## src/design/mss_pkg.sv

```systemverilog
// shared types and constants for the merge sort stage
package mss_pkg;

    // fixed widths of the stream fields
    localparam int VALUE_W   = 32;
    localparam int S_TDATA_W = 2 * VALUE_W;
    localparam int M_TDATA_W = VALUE_W;

    // commands from the controller to the datapath
    typedef struct packed {
        logic wr_a_in;     // item accepted: store value_a, hold value_b
        logic wr_b_in;     // store held value_b, advance load count
        logic batch_init;  // set first run width, source buffer, emit index
        logic seg_init;    // set merge pointers for the pair of runs at left
        logic merge_wr;    // write smaller head to destination, advance
        logic seg_next;    // move left to the next pair of runs
        logic pass_next;   // double run width, swap buffers
        logic emit_rd;     // read the emit index from the final buffer
        logic emit_ld;     // load output register, copy back, advance index
    } t_mss_cmd;

    // status from the datapath to the controller
    typedef struct packed {
        logic load_last;   // current item completes the batch
        logic run_done;    // both runs of the current pair consumed
        logic seg_last;    // current pair is the last one of the pass
        logic merge_done;  // run width covers the whole buffer
        logic emit_last;   // emit index points at the final element
        logic out_free;    // output register can take a value this cycle
    } t_mss_status;

endpackage

```

## src/design/mss_ctrl.sv

```systemverilog
// controller state machine: load, merge passes, emit
module mss_ctrl (
    input  logic                 i_clk,
    input  logic                 i_rst_n,
    input  logic                 i_s_tvalid,
    output logic                 o_s_tready,
    input  mss_pkg::t_mss_status i_status,
    output mss_pkg::t_mss_cmd    o_cmd
);

    typedef enum logic [2:0] {
        S_LOAD,
        S_LOAD_B,
        S_PASS,
        S_SEG,
        S_RD,
        S_WR,
        S_EMIT_RD,
        S_EMIT_LD
    } t_state;

    t_state r_state;
    t_state n_state;

    assign o_s_tready = (r_state == S_LOAD);

    // next state and commands
    always_comb begin
        n_state = r_state;
        o_cmd   = '0;
        unique case (r_state)
            S_LOAD: begin
                if (i_s_tvalid) begin
                    o_cmd.wr_a_in = 1'b1;
                    n_state       = S_LOAD_B;
                end
            end
            S_LOAD_B: begin
                o_cmd.wr_b_in = 1'b1;
                if (i_status.load_last) begin
                    o_cmd.batch_init = 1'b1;
                    n_state          = S_PASS;
                end else begin
                    n_state = S_LOAD;
                end
            end
            S_PASS: begin
                n_state = i_status.merge_done ? S_EMIT_RD : S_SEG;
            end
            S_SEG: begin
                o_cmd.seg_init = 1'b1;
                n_state        = S_RD;
            end
            S_RD: begin
                if (i_status.run_done) begin
                    if (i_status.seg_last) begin
                        o_cmd.pass_next = 1'b1;
                        n_state         = S_PASS;
                    end else begin
                        o_cmd.seg_next = 1'b1;
                        n_state        = S_SEG;
                    end
                end else begin
                    n_state = S_WR;
                end
            end
            S_WR: begin
                o_cmd.merge_wr = 1'b1;
                n_state        = S_RD;
            end
            S_EMIT_RD: begin
                if (i_status.out_free) begin
                    o_cmd.emit_rd = 1'b1;
                    n_state       = S_EMIT_LD;
                end
            end
            S_EMIT_LD: begin
                o_cmd.emit_ld = 1'b1;
                n_state       = i_status.emit_last ? S_LOAD : S_EMIT_RD;
            end
            default: begin
                n_state = S_LOAD;
            end
        endcase
    end

    // state register
    always_ff @(posedge i_clk) begin
        if (!i_rst_n) begin
            r_state <= S_LOAD;
        end else begin
            r_state <= n_state;
        end
    end

endmodule

```

## src/design/mss_datapath.sv

```systemverilog
// datapath: two buffers, merge pointers, comparator and output register
module mss_datapath #(
    parameter int RUN_LENGTH = 8,
    parameter int TOTAL      = 16,
    parameter int DATA_WIDTH = 32
) (
    input  logic                            i_clk,
    input  logic                            i_rst_n,
    input  mss_pkg::t_mss_cmd               i_cmd,
    output mss_pkg::t_mss_status            o_status,
    input  logic [mss_pkg::S_TDATA_W-1:0]   i_s_tdata,
    output logic                            o_m_tvalid,
    input  logic                            i_m_tready,
    output logic [mss_pkg::M_TDATA_W-1:0]   o_m_tdata,
    output logic                            o_m_tlast
);

    localparam int AW = $clog2(TOTAL);
    localparam int PW = $clog2(3 * TOTAL + 2 * RUN_LENGTH + 1);
    localparam int CW = $clog2(RUN_LENGTH + 1);
    localparam int VW = mss_pkg::VALUE_W;

    // buffers: a holds the loaded and final data, b is the ping-pong partner
    logic [DATA_WIDTH-1:0] mem_a [TOTAL];
    logic [DATA_WIDTH-1:0] mem_b [TOTAL];

    logic [DATA_WIDTH-1:0] r_rd_a0, r_rd_a1, r_rd_b0, r_rd_b1;
    logic [DATA_WIDTH-1:0] r_in_b;
    logic [CW-1:0]         r_cnt;
    logic [PW-1:0]         r_i, r_j, r_m, r_left, r_mid, r_end, r_width, r_k;
    logic                  r_src;
    logic                  r_out_valid;
    logic [VW-1:0]         r_out_value;
    logic                  r_out_last;

    logic [DATA_WIDTH+VW-1:0] ext_a, ext_b;
    logic [DATA_WIDTH-1:0]    in_a_w, in_b_w;
    logic [PW-1:0]            pos_a, pos_b, two_w, left_far, left_near;
    logic [AW-1:0]            addr0, addr1;
    logic [DATA_WIDTH-1:0]    rd0, rd1, wr_val;
    logic [DATA_WIDTH+VW-1:0] ext_out;
    logic                     take_i;
    logic                     a_we, b_we;
    logic [AW-1:0]            a_addr, b_addr;
    logic [DATA_WIDTH-1:0]    a_data;

    function automatic logic [AW-1:0] to_addr(input logic [PW-1:0] p);
        logic [AW-1:0] a;
        a = (p < PW'(TOTAL)) ? p[AW-1:0] : '0;
        return a;
    endfunction

    // input values fitted to the word width
    assign ext_a  = {{DATA_WIDTH{1'b0}}, i_s_tdata[VW-1:0]};
    assign ext_b  = {{DATA_WIDTH{1'b0}}, i_s_tdata[2*VW-1:VW]};
    assign in_a_w = ext_a[DATA_WIDTH-1:0];
    assign in_b_w = ext_b[DATA_WIDTH-1:0];

    // positions and run bounds
    assign pos_a     = PW'(r_cnt);
    assign pos_b     = PW'(r_cnt) + PW'(RUN_LENGTH);
    assign two_w     = r_width << 1;
    assign left_near = r_left + r_width;
    assign left_far  = r_left + two_w;

    // read addresses and source selection
    assign addr0  = i_cmd.emit_rd ? to_addr(r_k) : to_addr(r_i);
    assign addr1  = to_addr(r_j);
    assign rd0    = r_src ? r_rd_b0 : r_rd_a0;
    assign rd1    = r_src ? r_rd_b1 : r_rd_a1;
    assign take_i = (r_i < r_mid) && ((r_j >= r_end) || (rd0 <= rd1));
    assign wr_val = take_i ? rd0 : rd1;

    // write port of buffer a
    always_comb begin
        a_we   = 1'b0;
        a_addr = to_addr(r_m);
        a_data = wr_val;
        if (i_cmd.wr_a_in) begin
            a_we   = (pos_a < PW'(TOTAL));
            a_addr = to_addr(pos_a);
            a_data = in_a_w;
        end else if (i_cmd.wr_b_in) begin
            a_we   = (pos_b < PW'(TOTAL));
            a_addr = to_addr(pos_b);
            a_data = r_in_b;
        end else if (i_cmd.merge_wr) begin
            a_we = r_src;
        end else if (i_cmd.emit_ld) begin
            a_we   = r_src;
            a_addr = to_addr(r_k);
            a_data = rd0;
        end
    end

    // write port of buffer b
    assign b_we   = i_cmd.merge_wr && !r_src;
    assign b_addr = to_addr(r_m);

    // buffer a
    always_ff @(posedge i_clk) begin
        if (a_we) begin
            mem_a[a_addr] <= a_data;
        end
        r_rd_a0 <= mem_a[addr0];
        r_rd_a1 <= mem_a[addr1];
    end

    // buffer b
    always_ff @(posedge i_clk) begin
        if (b_we) begin
            mem_b[b_addr] <= wr_val;
        end
        r_rd_b0 <= mem_b[addr0];
        r_rd_b1 <= mem_b[addr1];
    end

    // held second value of an item
    always_ff @(posedge i_clk) begin
        if (i_cmd.wr_a_in) begin
            r_in_b <= in_b_w;
        end
    end

    // load count, run width, buffer select, emit index
    always_ff @(posedge i_clk) begin
        if (!i_rst_n) begin
            r_cnt   <= '0;
            r_width <= '0;
            r_src   <= 1'b0;
            r_left  <= '0;
            r_k     <= '0;
        end else begin
            if (i_cmd.wr_b_in) begin
                r_cnt <= o_status.load_last ? '0 : r_cnt + CW'(1);
            end
            if (i_cmd.batch_init) begin
                r_width <= PW'(RUN_LENGTH);
                r_src   <= 1'b0;
                r_left  <= '0;
                r_k     <= '0;
            end else if (i_cmd.pass_next) begin
                r_width <= two_w;
                r_src   <= ~r_src;
                r_left  <= '0;
            end else if (i_cmd.seg_next) begin
                r_left <= left_far;
            end
            if (i_cmd.emit_ld) begin
                r_k <= r_k + PW'(1);
            end
        end
    end

    // merge pointers
    always_ff @(posedge i_clk) begin
        if (i_cmd.seg_init) begin
            r_i   <= r_left;
            r_m   <= r_left;
            r_mid <= (left_near < PW'(TOTAL)) ? left_near : PW'(TOTAL);
            r_j   <= (left_near < PW'(TOTAL)) ? left_near : PW'(TOTAL);
            r_end <= (left_far < PW'(TOTAL)) ? left_far : PW'(TOTAL);
        end else if (i_cmd.merge_wr) begin
            r_m <= r_m + PW'(1);
            if (take_i) begin
                r_i <= r_i + PW'(1);
            end else begin
                r_j <= r_j + PW'(1);
            end
        end
    end

    // output register
    assign ext_out = {{VW{1'b0}}, rd0};

    always_ff @(posedge i_clk) begin
        if (!i_rst_n) begin
            r_out_valid <= 1'b0;
        end else if (i_cmd.emit_ld) begin
            r_out_valid <= 1'b1;
        end else if (i_m_tready) begin
            r_out_valid <= 1'b0;
        end
    end

    always_ff @(posedge i_clk) begin
        if (i_cmd.emit_ld) begin
            r_out_value <= ext_out[VW-1:0];
            r_out_last  <= (r_k == PW'(TOTAL - 1));
        end
    end

    assign o_m_tvalid = r_out_valid;
    assign o_m_tdata  = r_out_value;
    assign o_m_tlast  = r_out_last;

    // status to the controller
    assign o_status.load_last  = (r_cnt == CW'(RUN_LENGTH - 1));
    assign o_status.run_done   = (r_i >= r_mid) && (r_j >= r_end);
    assign o_status.seg_last   = (left_far >= PW'(TOTAL));
    assign o_status.merge_done = (r_width >= PW'(TOTAL));
    assign o_status.emit_last  = (r_k == PW'(TOTAL - 1));
    assign o_status.out_free   = !r_out_valid || i_m_tready;

endmodule

```

## src/design/merge_sort_stage_core.sv

```systemverilog
// top level of the merge sort stage: controller plus datapath
// each item stores value_a in S_LOAD and value_b in S_LOAD_B; after a batch's last item
// each merge pass starts in S_PASS, sets up each run pair in S_SEG, merges each element
// with a buffer read in S_RD and a write in S_WR, closes the pair in S_RD, and a last
// S_PASS finishes merging; each result is read in S_EMIT_RD, waiting while the output is
// full, and loaded in S_EMIT_LD. Input is taken only in S_LOAD; batches do not overlap.
// reset: synchronous active low, clears the controller, load count and output valid.
module merge_sort_stage_core #(
    parameter int RUN_LENGTH = 8,
    parameter int TOTAL      = 16,
    parameter int DATA_WIDTH = 32
) (
    input  logic                           i_clk,
    input  logic                           i_rst_n,
    input  logic                           i_s_tvalid,
    output logic                           o_s_tready,
    input  logic [mss_pkg::S_TDATA_W-1:0]  i_s_tdata,   // value_a [31:0], value_b [63:32]
    output logic                           o_m_tvalid,
    input  logic                           i_m_tready,
    output logic [mss_pkg::M_TDATA_W-1:0]  o_m_tdata,   // value [31:0]
    output logic                           o_m_tlast
);

    mss_pkg::t_mss_cmd    cmd;
    mss_pkg::t_mss_status status;

    // sequencing
    mss_ctrl u_ctrl (
        .i_clk      (i_clk),
        .i_rst_n    (i_rst_n),
        .i_s_tvalid (i_s_tvalid),
        .o_s_tready (o_s_tready),
        .i_status   (status),
        .o_cmd      (cmd)
    );

    // storage and merge logic
    mss_datapath #(
        .RUN_LENGTH (RUN_LENGTH),
        .TOTAL      (TOTAL),
        .DATA_WIDTH (DATA_WIDTH)
    ) u_datapath (
        .i_clk      (i_clk),
        .i_rst_n    (i_rst_n),
        .i_cmd      (cmd),
        .o_status   (status),
        .i_s_tdata  (i_s_tdata),
        .o_m_tvalid (o_m_tvalid),
        .i_m_tready (i_m_tready),
        .o_m_tdata  (o_m_tdata),
        .o_m_tlast  (o_m_tlast)
    );

endmodule

```

## config.mk

```make
export PLATFORM = sky130hd
export DESIGN_NAME = merge_sort_stage_core
export DESIGN_NICKNAME = d
export VERILOG_FILES = /design/src/design/mss_pkg.sv /design/src/design/mss_ctrl.sv /design/src/design/mss_datapath.sv /design/src/design/merge_sort_stage_core.sv
export SDC_FILE = /design/constraint.sdc
export NUM_CORES = 2
export LEC_CHECK = 0
export BUFFER_PORTS_ARGS = -buffer_cell sky130_fd_sc_hd__buf_2
export CELL_PAD_IN_SITES_DETAIL_PLACEMENT = 0
export CELL_PAD_IN_SITES_GLOBAL_PLACEMENT = 1
export CORE_MARGIN = 4
export CORE_UTILIZATION = 56
export DETAILED_ROUTE_END_ITERATION = 8
export PLACE_DENSITY_LB_ADDON = 0.1
export SYNTH_ARGS = -nofsm -noshare
export SYNTH_HDL_FRONTEND = slang
export SYNTH_SLANG_ARGS = --single-unit
```

## constraint.sdc

```tcl
create_clock -name i_clk -period 10.7 [get_ports i_clk]
set_clock_uncertainty 0.05 [all_clocks]
set_input_delay 1.07 -clock i_clk [delete_from_list [all_inputs] [get_ports i_clk]]
set_output_delay 1.07 -clock i_clk [all_outputs]
set_load 0.01 [all_outputs]
```

* Yosys cells after proc, flatten, opt, wreduce, memory -nomap -nowiden
Memory sizes are Yosys's and may differ from the RTL's. A register that Yosys moved wholly into a read port is not among the register bits. Cells that the tools add are included.
Storage, ports and cells: memories kept 2, bits in registers 127, output and inout bits 35, logic and storage cells 136, bits in writable memories 1024
Cells by class: order comparisons 14, reductions and logical operators 19, bitwise gates (word level) 2, multiplexer cells 63, add/sub/neg operators 8, eq/ne operators 12
Memories:
- u_datapath.mem_a | depth 16, bits a word 32, read ports 2, clocked after Yosys merged registers in 2, wr ports 1, line mss_datapath.sv:24 | logic [DATA_WIDTH-1:0] mem_a [TOTAL];
- u_datapath.mem_b | depth 16, bits a word 32, read ports 2, clocked after Yosys merged registers in 2, wr ports 1, line mss_datapath.sv:25 | logic [DATA_WIDTH-1:0] mem_b [TOTAL];
Operators with widths (number):
- 2-to-1 mux 32 bit | 7
- 2-to-1 mux 7 bit | 11
- 2-to-1 mux 4 bit | 14
- less-than comparator 7 x 5 -> 1 bit, second input constant | 7
- less-or-equal comparator 32 bit | 1
- adder 7 x 1 -> 7 bit, second input constant | 4
- 2-to-1 mux 1 bit | 21
- one-hot mux 3 bit (7 select lines) | 1
- 2-to-1 mux 3 bit | 5
- adder 7 bit | 2
- greater-or-equal comparator 7 x 5 -> 1 bit, second input constant | 2
- greater-or-equal comparator 7 bit | 2
- equality test 3 bit, second input constant | 4
- nonzero test 2 bit | 5
- 2-to-1 mux 2 bit | 4
- equality test 7 x 4 -> 1 bit, second input constant | 1
- less-than comparator 7 bit | 1
- equality test 3 x 2 -> 1 bit, second input constant | 2
- inequality test 2 bit, second input constant | 3
- AND reduction 2 bit | 3
- adder 4 x 4 -> 5 bit, second input constant | 1
- less-than comparator 4 x 5 -> 1 bit, second input constant | 1
- adder 4 x 1 -> 4 bit, second input constant | 1
- equality test 4 x 3 -> 1 bit, second input constant | 1
- 8 further kinds | 14

* Longest topological paths before layout
depth in word-level cells 9, depth in mapped cells 13, mapped depth without buffers 10

* Modules after synthesis
A second synthesis with hierarchy kept.
Unflattened totals: cell total of the unflattened synthesis 4556, area total of the unflattened synthesis 57388.8 um^2
Modules (own cells, without submodules):
- mss_datapath | area each 57116.0 um^2, instances 1, cells each 4523
- mss_ctrl | area each 272.8 um^2, instances 1, cells each 33

* Worst setup path after synthesis
OpenSTA, ideal clock, no wires.
kind register to register, start register u_ctrl.r_state[0], end memory u_datapath.mem_b[2][0], enable pin, stages on the path, launching flop included 7, data arrival time 3.887 ns, setup time 0.461 ns, buffers on the path 1, slack 6.302 ns, cells stage by stage dfxtp_1 buf_2 inv_1 or4_1 nor4_2 nand3b_1 nor3_1
On the way: word-level cells in the longest chain between the ends 5
RTL lines:
- from (decl) | line mss_ctrl.sv:22 | t_state r_state;
- from (signal assigned) | line mss_ctrl.sv:92 | r_state <= n_state;
- equality test 3 bit | line mss_ctrl.sv:31 | unique case (r_state)
- 2-to-1 mux 1 bit | line mss_ctrl.sv:31
- logical AND 1 bit | line mss_datapath.sv:97 | assign b_we = i_cmd.merge_wr && !r_src;
- 2-to-1 mux 1 bit | line mss_datapath.sv:111 | if (b_we) begin
- 2-to-1 mux 1 bit (implied by the code) | line mss_datapath.sv:112 | mem_b[b_addr] <= wr_val;
- to (decl) | line mss_datapath.sv:25
No other way between the ends.

* Worst setup path in the final report
start register u_datapath.r_src, end memory u_datapath.mem_b[8][31], data pin
On the way: word-level cells in the longest chain between the ends 5, elaborated cells on any way between the ends 6
RTL lines:
- from (decl) | line mss_datapath.sv:31 | logic r_src;
- from (signal assigned) | line mss_datapath.sv:144 | r_src <= ~r_src;
- 2-to-1 mux 32 bit | line mss_datapath.sv:69 | assign rd0 = r_src ? r_rd_b0 : r_rd_a0;
- net u_datapath.rd0[18] | line mss_datapath.sv:40 | logic [DATA_WIDTH-1:0] rd0, rd1, wr_val;
- less-or-equal comparator 32 bit | line mss_datapath.sv:71 | assign take_i = (r_i < r_mid) && ((r_j >= r_end) || (rd0 <= rd1));
- logical OR 1 bit | line mss_datapath.sv:71
- logical AND 1 bit | line mss_datapath.sv:71
- 2-to-1 mux 32 bit | line mss_datapath.sv:72 | assign wr_val = take_i ? rd0 : rd1;
- net u_datapath.wr_val[31] | line mss_datapath.sv:40
The timed path passes the listed nets, and every way through them passes these cells.

==> flow_summary.yaml <==
logic_synthesis:
  syn_area_mm2: 0.0582
  synth-main-ff-cell: "edfxtp_1"
  async_flop_share_pct: 0
  avgSynthCellArea_um2: 12.0
  yosysTopAreaCellShare_pct: 57.6
  synthTopCellsByArea: "edfxtp_1, mux2i_1, nand2_1, dfxtp_1, a211oi_1"
  synthCells: 4865
  synth_largest_area_cell: "edfxtp_1"
  yosysSeqAreaShare_pct: 62.8
  yosys_warnings: 0
  ys_ff_latch: 1268
  ys_types: 64
  synth-edff-count: 1117
global_route:
  grt_pass1_vias: 41070
  grt_pass1_wl_um: 276000
  grt_overflow: 0
  track_usage_pct: 35.0
  antenna_found_initial: 10
  grt_max_degree: 166
setup_path:
  slowest_delay_ns: 1.18
  crit_buf_inv: 4
  setup.worst_path.start_class: "flip-flop"
  critical_path.cell_chain: "buf_4 > mux2i_1 > inv_1 > ha_1 > nand4_1 > nor4_1 > inv_1 > a211oi_1 > a22o_2 > nor3_2 > buf_4 > a21oi_1"
  crit_family: "compound AO/OA/AOI/OAI gates"
  worstPathRequired_ns: 10.98
  cp.arrival_ns: 7.30
  crit_slowest_cell: "a21oi_1"
  criticalPathCategory: "flip-flop to flip-flop"
  endpoint_kind: "flip-flop"
  cp_max_fo: 46
routing:
  drcViolationCount: 0
  drt_iter0_markers: 5951
  drt-pass1-iter-count: 9
  wirelength_met1_um: 74400
  met3_length_um: 22900
  drtAntennaViolNets: 0
  top_layer: "met5"
  routed_wl_um: 195000
  wl_per_cell_um: 31.0
  vias_per_cell: 6.93
  dr_total_vias: 43450
  wl_met2_um: 88200
floorplan:
  start_util_pct: 56.8
  die_h_um: 330
  die_w_um: 330
  core_area_mm2: 0.102
  die_area_mm2: 0.109
  io-pin-count: 103
  num_rows: 117
cells_and_area:
  area_growth_pct: 10.2
  nNetsFinal: 4902
  layout_common_cells: "edfxtp_1, nand2_1, mux2i_1, a211oi_1, o22ai_1"
  fin_util_pct: 62.6
  layout-drive-gt1-share_pct: 11.6
  final_area_mm2: 0.0642
  stdcell_count: 6270
  mostFrequentLayoutCell: "edfxtp_1"
power_and_ir_drop:
  leakage_nw: 21.4
  vdd_ir_drop_max_v: 0.000137
  powerDensity_mw_per_mm2: 166
  p_total_mw: 10.6
clocking:
  clkTransAtPathRegs_ns: 0.06
  clkLatencyLatePin_ns: 0.76
  cts_buffers: 135
  root_buffer: "clkbuf_16"
  clk_path_buf_depth: 3
  ctsHoldBuffers: 0
  post-cts-setup-buffers: 0
  ctsResizeCount: 0
  cts-htree-levels: 4
  cts_tree: "built"
  numClockSinks: 1268
sta:
  finalHoldViolations: 0
  hold-worst-slack_ns: 0.443
  slew_headroom_pct: 4.78
  rsz0062_at_grt: "false"
  slew_viol_final: 0
  final.setup.worst_slack_ns: 3.68
  fmax_mhz: 142
  tns_ns: 0
  finalCritPeriodShare_pct: 65.6
  setup_viol: 0
  fin_crit_ns: 7.02
  tightest_slew_ns: 1.43
min_path:
  hp-class: "input port to flip-flop"
placement:
  dp_hpwl_um: 100000
  placed_cell_area_mm2: 0.0597
  dpl.cell_count: 6015
  post-place-ws_ns: 3.97
  place_congestion: 0.912
  port_buffers: 102
job:
  drv_cap: 0
run_status:
  run_status: "finished, final reports clean"
-- metal layers --
metal	track usage [%]	vias up
met3	8.48	524
met2	55.1	2837
li1	-	18697
met4	16.1	2
met1	46.4	21390
met5	0	-
-- worst reg2reg max path, stage by stage, from the launching register on --
cell and delay (ns):
dfxtp_4 0.62, buf_4 0.80, mux2i_1 0.41, inv_1 0.12
ha_1 0.32, nand4_1 0.19, nor4_1 1.10, inv_1 0.10
a211oi_1 0.35, a22o_2 0.85, nor3_2 0.12, buf_4 0.36
a21oi_1 1.20
-- cell type report --
class	count	area [µm²]
fill	7933	38300
inverter	54	205
clock buffer	167	3640
multi-input combinational	3136	20000
tap	1368	1710
timing repair buffer	189	1250
sequential	1268	36600
antenna	8	20.0
clock inverter	80	768
-- Yosys cell counts (all sizes together), types with 13 or more instances --
master / n
a211oi: 322
a21boi: 32
a21oi: 319
a221o: 64
a222oi: 32
a31o: 128
a31oi: 132
and3: 261
buf: 172
clkbuf: 238
dfxtp: 151
edfxtp: 1117
ha: 48
inv: 53
mux2i: 322
nand2: 847
nand3: 23
nor2: 74
nor3: 14
o21ai: 87
o22ai: 321
xnor2: 13
-- final timing paths --
check,start,end,slack (ns),depth (start not counted)
setup / recovery,u_datapath.r_src,u_datapath.mem_b[8][31],3.68,12
hold reg to reg,u_datapath.r_cnt[1],u_datapath.r_cnt[1],0.45,2
setup reg to reg,u_datapath.r_src,u_datapath.mem_b[8][31],3.68,12
hold / removal,i_s_tdata[45],u_datapath.r_in_b[13],0.44,1
-- logic make-up (layout without fill, tap and decap cells) --
group	count (synthesis)	after routing	share of synthesized area, %
AOI/OAI and AO/OA	1462	1462	16.9
xor gates and xnor gates	23	23	0.346
adders and majority gates	50	50	1.10
buffers and inverters	464	490	3.50
DFF	1268	1268	62.8
muxes	325	325	5.60
other	1	12	0.00644
and+or+nand+nor	1272	1272	9.75
-- flip-flops by register name, indices dropped and copies added, names as in the netlist, 32 cells and up --
signal                cells
u_datapath.r_rd_b1       32
u_datapath.mem_a        512
u_datapath.r_in_b        32
u_datapath.mem_b        512
u_datapath.o_m_tdata     32
u_datapath.r_rd_a0       32
u_datapath.r_rd_b0       32
u_datapath.r_rd_a1       32
-- report_power, final --
group | switching, mW | total (mW) | internal [mW]
combinational | 0.314 | 0.413 | 0.0995
sequential | 0.0391 | 5.57 | 5.53
clock | 1.94 | 4.65 | 2.72
total | 2.29 | 10.6 | 8.35
(Power assumes the default switching activity.)
